File: config.mk
export PLATFORM = sky130hd
export DESIGN_NAME = randomized_quicksort
export DESIGN_NICKNAME = d
export VERILOG_FILES = /design/src/rqs_pkg.sv /design/src/randomized_quicksort.sv
export SDC_FILE = /design/constraint.sdc
export NUM_CORES = 2
export LEC_CHECK = 0
export ABC_AREA = 1
export BUFFER_PORTS_ARGS = -buffer_cell sky130_fd_sc_hd__clkbuf_2
export CAP_MARGIN = 40
export CORE_UTILIZATION = 67
export DETAILED_ROUTE_END_ITERATION = 12
export PLACE_DENSITY = 0.8
export SYNTH_ARGS = -nofsm -noshare
export SYNTH_HDL_FRONTEND = slang
export SYNTH_SLANG_ARGS = --single-unit
File: constraint.sdc
create_clock -name clk -period 9.6 [get_ports clk]
set_input_delay 0.48 -clock clk [delete_from_list [all_inputs] [get_ports clk]]
set_output_delay 0.48 -clock clk [all_outputs]
set_load 0.01 [all_outputs]
File: src/rqs_pkg.sv
// ----------------------------------------------------------------------------
// rqs_pkg
// Shared constants and the controller state type of the randomized quicksort.
// ----------------------------------------------------------------------------
package rqs_pkg;

  // Data word and store geometry
  localparam int DATA_W       = 32;
  localparam int MAX_ELEMENTS = 64;
  localparam int IDX_W        = $clog2(MAX_ELEMENTS);
  localparam int CNT_W        = IDX_W + 1;

  // Range stack: one entry per pending range, {hi, lo}
  localparam int STACK_DEPTH = 64;
  localparam int SP_W        = $clog2(STACK_DEPTH) + 1;
  localparam int STK_W       = 2 * IDX_W;

  // Pivot source: 16-bit Galois LFSR
  localparam int          LFSR_W    = 16;
  localparam logic [15:0] LFSR_SEED = 16'hACE1;
  localparam logic [15:0] LFSR_TAPS = 16'hB400;
  localparam int          DIV_CNT_W = $clog2(LFSR_W);

  typedef enum logic [15:0] {
    ST_IDLE     = 16'h0001,
    ST_INIT     = 16'h0002,
    ST_POP      = 16'h0004,
    ST_POP_WAIT = 16'h0008,
    ST_DIV      = 16'h0010,
    ST_SWP_RD_A = 16'h0020,
    ST_SWP_RD_B = 16'h0040,
    ST_SWP_WR_A = 16'h0080,
    ST_SWP_WR_B = 16'h0100,
    ST_PIV_RD   = 16'h0200,
    ST_PIV_WAIT = 16'h0400,
    ST_PART_RD  = 16'h0800,
    ST_PART_CMP = 16'h1000,
    ST_PUSH_LO  = 16'h2000,
    ST_PUSH_HI  = 16'h4000,
    ST_OUT      = 16'h8000
  } state_t;

  // One step of the Galois LFSR
  function automatic logic [LFSR_W-1:0] lfsr_step(input logic [LFSR_W-1:0] s);
    logic [LFSR_W-1:0] n;
    n = s >> 1;
    if (s[0]) begin
      n = n ^ LFSR_TAPS;
    end
    return n;
  endfunction

endpackage

File: src/randomized_quicksort.sv
// ----------------------------------------------------------------------------
// randomized_quicksort
// Loads signed words into a store, sorts them in place by quicksort with
// Lomuto partitioning and a random pivot, then streams them out ascending.
// ----------------------------------------------------------------------------
// Words load at one per cycle while busy is low; up to 64 are held and any
// beyond that are dropped. The word marked in_final_item starts the sort,
// and busy stays high until the last sorted word has been shown. The sort
// runs over a single element memory with one read and one write port and a
// registered read: each partition picks its pivot by a bit-serial modulo,
// swaps it to the top of the range, then reads and compares each element
// scanned and swaps each one moved. Results then stream out one per cycle
// on out_valid and cannot be stalled; the final one carries out_final_result.
// A new set may start loading in the cycle that shows the final result.
// ----------------------------------------------------------------------------
module randomized_quicksort (
  input  logic                               clk,
  input  logic                               rst_n,
  input  logic                               start,
  output logic                               busy,
  input  logic signed [rqs_pkg::DATA_W-1:0]  in_value,
  input  logic                               in_final_item,
  output logic                               out_valid,
  output logic signed [rqs_pkg::DATA_W-1:0]  out_sorted_value,
  output logic                               out_final_result
);
  import rqs_pkg::*;

  // Memories
  logic [DATA_W-1:0] elem_mem [MAX_ELEMENTS];
  logic [STK_W-1:0]  stk_mem  [STACK_DEPTH];

  logic [DATA_W-1:0] mem_rdata_r;
  logic [STK_W-1:0]  stk_rdata_r;

  logic [IDX_W-1:0]  mem_rd_addr, mem_wr_addr;
  logic              mem_wr_en;
  logic [DATA_W-1:0] mem_wr_data;
  logic [IDX_W-1:0]  stk_rd_addr, stk_wr_addr;
  logic              stk_wr_en;
  logic [STK_W-1:0]  stk_wr_data;

  // Control and datapath registers
  state_t                 state_r, state_nxt, ret_r, ret_nxt;
  logic [CNT_W-1:0]       count_r, count_nxt;
  logic [SP_W-1:0]        sp_r, sp_nxt;
  logic [LFSR_W-1:0]      lfsr_r, lfsr_nxt;
  logic [IDX_W-1:0]       lo_r, lo_nxt, hi_r, hi_nxt;
  logic [IDX_W-1:0]       j_r, j_nxt, st_r, st_nxt, k_r, k_nxt;
  logic [IDX_W-1:0]       swap_a_r, swap_a_nxt, swap_b_r, swap_b_nxt;
  logic [DATA_W-1:0]      tmp_r, tmp_nxt, pivot_r, pivot_nxt;
  logic [LFSR_W-1:0]      dq_r, dq_nxt;
  logic [IDX_W-1:0]       rem_r, rem_nxt, dvs_r, dvs_nxt;
  logic [DIV_CNT_W-1:0]   dcnt_r, dcnt_nxt;
  logic                   out_valid_r, out_valid_nxt;
  logic                   out_final_r, out_final_nxt;

  // Scratch
  logic [IDX_W:0]         trial;
  logic [IDX_W-1:0]       rem_new;
  logic [IDX_W-1:0]       stk_lo, stk_hi;
  logic [IDX_W-1:0]       last_idx;
  logic                   le_pivot;

  assign busy             = (state_r != ST_IDLE);
  assign out_valid        = out_valid_r;
  assign out_sorted_value = mem_rdata_r;
  assign out_final_result = out_final_r;

  assign stk_lo   = stk_rdata_r[IDX_W-1:0];
  assign stk_hi   = stk_rdata_r[STK_W-1:IDX_W];
  assign last_idx = IDX_W'(count_r - CNT_W'(1));
  assign le_pivot = ($signed(mem_rdata_r) <= $signed(pivot_r));

  // Restoring modulo step: shift in one dividend bit, subtract if it fits
  assign trial   = {rem_r, dq_r[LFSR_W-1]};
  assign rem_new = (trial >= {1'b0, dvs_r}) ? IDX_W'(trial - {1'b0, dvs_r})
                                            : trial[IDX_W-1:0];

  // Sequencer
  always_comb begin
    state_nxt     = state_r;
    ret_nxt       = ret_r;
    count_nxt     = count_r;
    sp_nxt        = sp_r;
    lfsr_nxt      = lfsr_r;
    lo_nxt        = lo_r;
    hi_nxt        = hi_r;
    j_nxt         = j_r;
    st_nxt        = st_r;
    k_nxt         = k_r;
    swap_a_nxt    = swap_a_r;
    swap_b_nxt    = swap_b_r;
    tmp_nxt       = tmp_r;
    pivot_nxt     = pivot_r;
    dq_nxt        = dq_r;
    rem_nxt       = rem_r;
    dvs_nxt       = dvs_r;
    dcnt_nxt      = dcnt_r;
    out_valid_nxt = 1'b0;
    out_final_nxt = 1'b0;
    mem_rd_addr   = '0;
    mem_wr_en     = 1'b0;
    mem_wr_addr   = '0;
    mem_wr_data   = '0;
    stk_rd_addr   = '0;
    stk_wr_en     = 1'b0;
    stk_wr_addr   = '0;
    stk_wr_data   = '0;

    unique case (state_r)
      // Load words; the final one starts the sort
      ST_IDLE: begin
        if (start) begin
          if (count_r < CNT_W'(MAX_ELEMENTS)) begin
            mem_wr_en   = 1'b1;
            mem_wr_addr = count_r[IDX_W-1:0];
            mem_wr_data = in_value;
            count_nxt   = count_r + CNT_W'(1);
          end
          if (in_final_item) begin
            state_nxt = ST_INIT;
          end
        end
      end

      // Push the whole set, or go straight to output for a single word
      ST_INIT: begin
        sp_nxt = '0;
        k_nxt  = '0;
        if (count_r >= CNT_W'(2)) begin
          stk_wr_en   = 1'b1;
          stk_wr_addr = '0;
          stk_wr_data = {last_idx, {IDX_W{1'b0}}};
          sp_nxt      = SP_W'(1);
          state_nxt   = ST_POP;
        end else begin
          state_nxt = ST_OUT;
        end
      end

      ST_POP: begin
        if (sp_r == '0) begin
          k_nxt     = '0;
          state_nxt = ST_OUT;
        end else begin
          stk_rd_addr = IDX_W'(sp_r - SP_W'(1));
          sp_nxt      = sp_r - SP_W'(1);
          state_nxt   = ST_POP_WAIT;
        end
      end

      // Range popped: if lo < hi, draw a random number and start the modulo
      ST_POP_WAIT: begin
        if (stk_lo >= stk_hi) begin
          state_nxt = ST_POP;
        end else begin
          lo_nxt    = stk_lo;
          hi_nxt    = stk_hi;
          lfsr_nxt  = lfsr_step(lfsr_r);
          dq_nxt    = lfsr_step(lfsr_r);
          rem_nxt   = '0;
          dvs_nxt   = stk_hi - stk_lo;
          dcnt_nxt  = DIV_CNT_W'(LFSR_W - 1);
          state_nxt = ST_DIV;
        end
      end

      // Pivot index = lo + rand mod (hi - lo), one bit per cycle
      ST_DIV: begin
        rem_nxt  = rem_new;
        dq_nxt   = dq_r << 1;
        dcnt_nxt = dcnt_r - DIV_CNT_W'(1);
        if (dcnt_r == '0) begin
          swap_a_nxt = lo_r + rem_new;
          swap_b_nxt = hi_r;
          ret_nxt    = ST_PIV_RD;
          state_nxt  = ST_SWP_RD_A;
        end
      end

      // Swap two entries: read a, read b, write a, write b
      ST_SWP_RD_A: begin
        mem_rd_addr = swap_a_r;
        state_nxt   = ST_SWP_RD_B;
      end
      ST_SWP_RD_B: begin
        mem_rd_addr = swap_b_r;
        tmp_nxt     = mem_rdata_r;
        state_nxt   = ST_SWP_WR_A;
      end
      ST_SWP_WR_A: begin
        mem_wr_en   = 1'b1;
        mem_wr_addr = swap_a_r;
        mem_wr_data = mem_rdata_r;
        state_nxt   = ST_SWP_WR_B;
      end
      ST_SWP_WR_B: begin
        mem_wr_en   = 1'b1;
        mem_wr_addr = swap_b_r;
        mem_wr_data = tmp_r;
        state_nxt   = ret_r;
      end

      // Fetch the pivot now parked at hi
      ST_PIV_RD: begin
        mem_rd_addr = hi_r;
        state_nxt   = ST_PIV_WAIT;
      end
      ST_PIV_WAIT: begin
        pivot_nxt = mem_rdata_r;
        j_nxt     = lo_r;
        st_nxt    = lo_r;
        state_nxt = ST_PART_RD;
      end

      // Lomuto scan over lo .. hi-1
      ST_PART_RD: begin
        if (j_r == hi_r) begin
          swap_a_nxt = hi_r;
          swap_b_nxt = st_r;
          ret_nxt    = ST_PUSH_LO;
          state_nxt  = ST_SWP_RD_A;
        end else begin
          mem_rd_addr = j_r;
          state_nxt   = ST_PART_CMP;
        end
      end
      ST_PART_CMP: begin
        j_nxt     = j_r + IDX_W'(1);
        state_nxt = ST_PART_RD;
        if (le_pivot) begin
          st_nxt = st_r + IDX_W'(1);
          if (j_r != st_r) begin
            swap_a_nxt = j_r;
            swap_b_nxt = st_r;
            ret_nxt    = ST_PART_RD;
            state_nxt  = ST_SWP_RD_A;
          end
        end
      end

      // Push sub-ranges of 2+ words if the stack has room; st_r is the pivot
      ST_PUSH_LO: begin
        if ((st_r > lo_r + IDX_W'(1)) && (sp_r < SP_W'(STACK_DEPTH))) begin
          stk_wr_en   = 1'b1;
          stk_wr_addr = sp_r[IDX_W-1:0];
          stk_wr_data = {st_r - IDX_W'(1), lo_r};
          sp_nxt      = sp_r + SP_W'(1);
        end
        state_nxt = ST_PUSH_HI;
      end
      ST_PUSH_HI: begin
        if (({1'b0, st_r} + 7'(1) < {1'b0, hi_r}) && (sp_r < SP_W'(STACK_DEPTH))) begin
          stk_wr_en   = 1'b1;
          stk_wr_addr = sp_r[IDX_W-1:0];
          stk_wr_data = {hi_r, st_r + IDX_W'(1)};
          sp_nxt      = sp_r + SP_W'(1);
        end
        state_nxt = ST_POP;
      end

      // Stream out one word per cycle; the registered read data lines up with out_valid
      ST_OUT: begin
        mem_rd_addr   = k_r;
        out_valid_nxt = 1'b1;
        if (k_r == last_idx) begin
          out_final_nxt = 1'b1;
          count_nxt     = '0;
          sp_nxt        = '0;
          state_nxt     = ST_IDLE;
        end else begin
          k_nxt = k_r + IDX_W'(1);
        end
      end

      default: state_nxt = ST_IDLE;
    endcase
  end

  // Control state
  always_ff @(posedge clk) begin
    if (!rst_n) begin
      state_r     <= ST_IDLE;
      ret_r       <= ST_IDLE;
      count_r     <= '0;
      sp_r        <= '0;
      lfsr_r      <= LFSR_SEED;
      out_valid_r <= 1'b0;
      out_final_r <= 1'b0;
    end else begin
      state_r     <= state_nxt;
      ret_r       <= ret_nxt;
      count_r     <= count_nxt;
      sp_r        <= sp_nxt;
      lfsr_r      <= lfsr_nxt;
      out_valid_r <= out_valid_nxt;
      out_final_r <= out_final_nxt;
    end
  end

  // Datapath registers
  always_ff @(posedge clk) begin
    lo_r     <= lo_nxt;
    hi_r     <= hi_nxt;
    j_r      <= j_nxt;
    st_r     <= st_nxt;
    k_r      <= k_nxt;
    swap_a_r <= swap_a_nxt;
    swap_b_r <= swap_b_nxt;
    tmp_r    <= tmp_nxt;
    pivot_r  <= pivot_nxt;
    dq_r     <= dq_nxt;
    rem_r    <= rem_nxt;
    dvs_r    <= dvs_nxt;
    dcnt_r   <= dcnt_nxt;
  end

  // Element memory: one write, one registered read
  always_ff @(posedge clk) begin
    if (mem_wr_en) begin
      elem_mem[mem_wr_addr] <= mem_wr_data;
    end
    mem_rdata_r <= elem_mem[mem_rd_addr];
  end

  // Range stack memory
  always_ff @(posedge clk) begin
    if (stk_wr_en) begin
      stk_mem[stk_wr_addr] <= stk_wr_data;
    end
    stk_rdata_r <= stk_mem[stk_rd_addr];
  end

endmodule

Yosys cells after proc, flatten, opt, wreduce, memory -nomap -nowiden
Memories as Yosys holds them, arrays and structs flattened. A register that Yosys moved wholly into a read port is not among the register bits.
Cells that the tools add are included.
{"block": "word_totals", "regBits": 202, "latch_bits": 0, "ramBits": 2816, "mem_bits_ro": 0, "input_bits": 36, "out_inout_bits": 35, "word_cells": 179, "memories": 2}
{"block": "classes", "addsub": 14, "n_mul": 0, "div": 0, "n_lt_le_gt_ge": 8, "eq_ne": 34, "shift": 0, "muxes": 79, "bitwise_logic": 2, "n_reduce_logical": 20}
{"name": "elem_mem", "depth": 64, "width": 32, "read_ports": 1, "rd_clocked_by_memory_dff": 1, "wr": 1, "line_no": "randomized_quicksort.sv:30", "source": "logic [DATA_W-1:0] elem_mem [MAX_ELEMENTS];"}
{"name": "stk_mem", "depth": 64, "width": 12, "read_ports": 1, "rd_clocked_by_memory_dff": 1, "wr": 1, "line_no": "randomized_quicksort.sv:31", "source": "logic [STK_W-1:0] stk_mem [STACK_DEPTH];"}
{"operator": "$pmux W16 S16", "count": 1}
{"operator": "$mux W16", "count": 12}
{"operator": "$mux W6", "count": 20}
{"operator": "$pmux W32 S3", "count": 1}
{"operator": "$pmux W6 S3", "count": 4}
{"operator": "$mux W32", "count": 2}
{"operator": "$mux W12", "count": 5}
{"operator": "$pmux W16 S3", "count": 1}
{"operator": "$pmux W6 S2", "count": 4}
{"operator": "$mux W7", "count": 6}
{"operator": "$pmux W12 S3", "count": 1}
{"operator": "$pmux W7 S5", "count": 1}
{"operator": "$le A32 B32 Y1", "count": 1}
{"operator": "$pmux W16 S2", "count": 1}
{"operator": "$pmux W6 S5", "count": 1}
{"operator": "$ne A2 B2 Y1 const B", "count": 14}
{"operator": "$add A6 B1 Y6 const B", "count": 4}
{"operator": "$eq A16 B1 Y1 const B", "count": 1}
{"operator": "$eq A16 B10 Y1 const B", "count": 1}
{"operator": "$eq A16 B11 Y1 const B", "count": 1}
{"operator": "$eq A16 B12 Y1 const B", "count": 1}
{"operator": "$eq A16 B13 Y1 const B", "count": 1}
{"operator": "$eq A16 B14 Y1 const B", "count": 1}
{"operator": "$eq A16 B15 Y1 const B", "count": 1}
{"operator": "46 further kinds", "count": 71}

Depth between registers and ports, before layout
{"block": "depth", "depth_word": 7, "mapped_depth": 21, "ltp_nobuf": 21}

Least setup slack after synthesis
OpenSTA, ideal clock, no wires.
{"block": "synth_path", "kind": "reg-to-reg", "start": "reg st_r[2]", "end": "mem stk_mem[0][10] (netlist bit) (data pin)", "setup_time_ns": 0.702, "arrival_ns": 4.610, "required_time_ns": 8.898, "slack_ns": 4.288, "path_stages_with_launch": 14, "n_path_buf": 2, "period_less_slack_ns": 5.312, "path_cell_list": "edfxtp_1 > clkbuf_1 > nand3_1 > nor2_1 > nand2_1 > xor2_1 > inv_1 > ha_1 > inv_1 > o211ai_1 > a41oi_1 > nand3_1 > clkbuf_1 > o21ai_0"}
{"block": "synth_via", "elab_chain_len": 5, "word_cells_on_any_way": 9, "classes_between": "add/sub: 2; order compare: 2; mux: 3; reduce/logical: 2"}
{"item": "from (decl)", "line_no": "randomized_quicksort.sv:49", "source": "logic [IDX_W-1:0] j_r, j_nxt, st_r, st_nxt, k_r, k_nxt;"}
{"item": "from (signal assigned)", "line_no": "randomized_quicksort.sv:307", "source": "st_r <= st_nxt;"}
{"item": "$add A6 B1 Y7", "line_no": "randomized_quicksort.sv:254", "source": "if (({1'b0, st_r} + 7'(1) < {1'b0, hi_r}) && (sp_r < SP_W'(STACK_DEPTH))) begin"}
{"item": "$lt A7 B6 Y1", "line_no": "randomized_quicksort.sv:254"}
{"item": "$logic_and A1 B1 Y1", "line_no": "randomized_quicksort.sv:254"}
{"item": "$mux W12", "line_no": "randomized_quicksort.sv:254"}
{"item": "$pmux W12 S3 *", "line_no": "randomized_quicksort.sv:111", "source": "unique case (state_r)"}
{"item": "named net stk_wr_data[10]", "line_no": "randomized_quicksort.sv:41", "source": "logic [STK_W-1:0] stk_wr_data;"}
{"item": "to (decl)", "line_no": "randomized_quicksort.sv:31"}
The timed path passes the listed nets; every way through them passes the cells marked *.

Worst setup path in the final report
{"block": "layout_path", "start": "reg hi_r[5]", "end": "reg mem_rdata_r[1], in the netlist out_sorted_value[1], read port of elem_mem"}
{"block": "layout_via", "elab_chain_len": 3}
{"item": "from (decl)", "line_no": "randomized_quicksort.sv:48", "source": "logic [IDX_W-1:0] lo_r, lo_nxt, hi_r, hi_nxt;"}
{"item": "from (signal assigned)", "line_no": "randomized_quicksort.sv:305", "source": "hi_r <= hi_nxt;"}
{"item": "$eq A6 B6 Y1", "line_no": "randomized_quicksort.sv:219", "source": "if (j_r == hi_r) begin"}
{"item": "$mux W6", "line_no": "randomized_quicksort.sv:219"}
{"item": "$pmux W6 S5 *", "line_no": "randomized_quicksort.sv:111"}
{"item": "to (decl)", "line_no": "randomized_quicksort.sv:33", "source": "logic [DATA_W-1:0] mem_rdata_r;"}
Every way passes the cells marked *; elsewhere a longest branch is shown, timed or not.
A chain may end at the register's enable or synchronous reset.

==> results.md <==
- Fill count: 12300
- Post-CTS sizing: 0
- Reg2Reg Depth: 17
- Largest net degree at the start of global routing: 241
- Placement row count: 163
- Post-synth EDFFs: 2954
- Metal3 WL: 49.5 mm
- Setup Buffers After CTS: 0
- Post-route ant nets: 0
- Root buf cell: clkbuf_16
- Power per Cell Area: 194 nW/µm²
- Via count: 95700
- Setup crit start kind: flop
- Initial antenna violation count: 14
- PortBufs: 70
- Critical Path AT: 7120 ps
- Critical Path Sink Type: flop
- Final Hold Fails: 0
- Syn_nets: 12500
- Clock-pin slew on the worst setup and hold paths: 60 ps
- Sequential fraction of the synthesis area: 67.7%
- Metal2 WL: 175 mm
- Routability cong.: 0.912
- Critical path peak fanout: 228
- Min-Delay Path Class: in2reg
- Final Critical Period: 6320 ps
- Num CTS Buffers: 315
- Core area: 198000 µm²
- RSZ-0062 raised after global routing: false
- Top cells by count, synth: nand2_1 (3080), edfxtp_1 (2954), nand3_1 (2621)
- Setup TNS: 0 ps
- Final slew viol count: 0
- Layout cells sized above 1: 7.44%
- Leading area contributor after synthesis: edfxtp_1
- H-tree levels: 5
- Routed WL: 388 mm
- Global route total overflow: 0
- Most common cell type on the critical path: nand3_1
- CTS tree: yes
- Yosys synthesis warning count: 0
- F_max: 158 MHz
- CP peak stage delay: 740 ps
- Critical path class: reg2reg
- I/O pins: 71
- Top FF cell, synth: edfxtp_1
- Library cells used by synthesis: 49
- Clk_skew: 63.6 ps
- VDD IR-drop max: 0.216 mV
- Final period util: 65.8%
- Final core utilization: 74.7%
- Nets: 12400
- Mapped Cells: 12400
- Clock Sinks: 3050
- Overall Global Routing Usage: 38.1%
- Die H: 449 µm
- Final Setup Violations: 0
- Top area cells in the synthesized netlist: edfxtp_1 (66%), nand3_1 (9.8%), nand2_1 (8.6%)
- Most frequent cell after synthesis: nand2_1
- Buffer depth of the longest clock path: 4
- Least-Margin Pin Slew: 1430 ps
- Hold_buf cts: 1
- Worst hold path depth: 2
- Initial cell density of the core: 67.7%
- Drt pass-1 iters: 9
- Global-route wire length before repair: 573 mm
- DRC marker count from the first detailed-route iteration: 14400
- Synth top area share: 66.3%
- Via density: 6.29
- DRT met1 WL: 131 mm
- Register bit count reported by yosys: 3050
- Die extent in x: 449 µm
- Ys async rst share: 0%
- Max_slew headroom: 4.95%
- Syn-to-layout area delta: 10.4%
- P_leak: 0.0583 µW
- Synthesized cell area: 134000 µm²
- WP data required: 10400 ps
- Vias in the first global route: 92400
- Residual DRC: 0
- CP cell instances: inv_1 > nand2_1 > nand2_1 > nor2_1 > nand3_1 > nand3_4 > buf_12 > buf_12 > buf_4 > buf_16 > nand3b_1 > nand3_1 > nand3_1 > nand3_1 > nand3_1 > nand3_1 > nand2_1
- Syn Area/Cell: 10.8 µm²
- Status: finished clean
- Die ar.: 202000 µm²
- Max-cap violations: 0
- Flop-to-flop setup slack: 3280 ps
- Critical path's slowest cell: buf_12
- DR top layer: met5
- DR WL/cell: 25.5 µm
- HPWL after DPL: 212 mm
- Worst-Skew Late Latency: 970 ps
[final cells by class]
cell class	instances	area, µm²	share of cell area (%)
well taps	2640	3300	2.24
clock buffers	410	8560	5.79
repair buffers	360	3310	2.24
diodes	10	25.0	0.0169
flip-flops and latches	3050	90600	61.3
inverters	1533	5770	3.91
multi-input cells	7071	34900	23.6
clock inverters	146	1220	0.823
[sequential cells by signal, summed over array words and instances, names as in the netlist, 7 cells and up]
signal	count
elem_mem	2048
stk_rdata_r	12
stk_mem	768
pivot_r	32
state_r	16
sp_r	7
count_r	7
tmp_r	32
dq_r	16
out_sorted_value	32
lfsr_r	16
[logic make-up (layout without fill, tap and decap cells)]
group / after synthesis / in the layout / share of synthesized area, %
AOI/OAI and AO/OA: 204 / 204 / 0.873
other: 0 / 10 / 0
adders and majority gates: 74 / 74 / 0.708
xor gates and xnor gates: 51 / 51 / 0.334
DFF: 3050 / 3050 / 67.7
buffers and inverters: 2277 / 2449 / 6.89
and+or+nand+nor: 6742 / 6742 / 23.5
[power breakdown]
group          leakage (µW)  switching [µW]  internal (µW)
combinational        0.0254            1360            349
clock               0.00477            5000           6800
sequential           0.0281             190          15000
total                0.0583            6550          22200
[layout by cell type, fill, tap and decap left out, types with 10 or more instances in the layout]
master	count
nand2_1	3076
edfxtp_1	2954
nand3_1	2591
inv_1	1519
nand3b_1	709
clkbuf_16	322
buf_4	221
nor2_1	188
dfxtp_1	96
nor2_4	71
a21oi_1	71
ha_1	71
clkbuf_1	71
clkbuf_2	70
o21ai_0	67
clkinv_1	66
clkinv_2	47
xor2_1	42
nand3_2	28
buf_12	24
bufinv_16	20
nor3_1	19
buf_6	19
buf_16	18
clkbuf_8	17
nand4_1	15
nor4_1	12
o22ai_1	11
clkinvlp_4	11
diode_2	10
[per-layer routing]
layer / GRT usage (%) / up-vias
li1: - / 41900
met1: 48.4 / 45300
met2: 58.4 / 7078
met3: 8.53 / 1463
met4: 27.3 / 4
met5: 0 / -
[critical path, delay by kind of cell (launching register included)]
kind                   cells  cell delay [ps]
DFF                        1              400
and+or+nand+nor           12             2450
buffers and inverters      5             2520
[final timing paths]
| check | startpoint | end |
|---|---|---|
| max | hi_r[5]$_DFFE_PP_ | out_sorted_value[1]$_DFF_P_ |
| min | rst_n | ret_r[0]$_SDFFE_PN1P_ |
| max reg2reg | hi_r[5]$_DFFE_PP_ | out_sorted_value[1]$_DFF_P_ |
| min reg2reg | stk_rdata_r[4]$_DFF_P_ | lo_r[4]$_DFFE_PP_ |
[per-stage QoR]
step	power [µW]	instances	hold WS, ps	setup WS [ps]	area, µm²
final	28700	15200	223	3280	148000
after global routing	29300	15200	211	3320	148000
after CTS	28700	15200	160	3800	148000
after detailed placement	17100	14700	423	3900	138000
after global placement	17000	14600	428	3830	137000
after floorplan	16200	12400	408	4290	134000
Note: power is estimated with default switching activity, not from simulation.
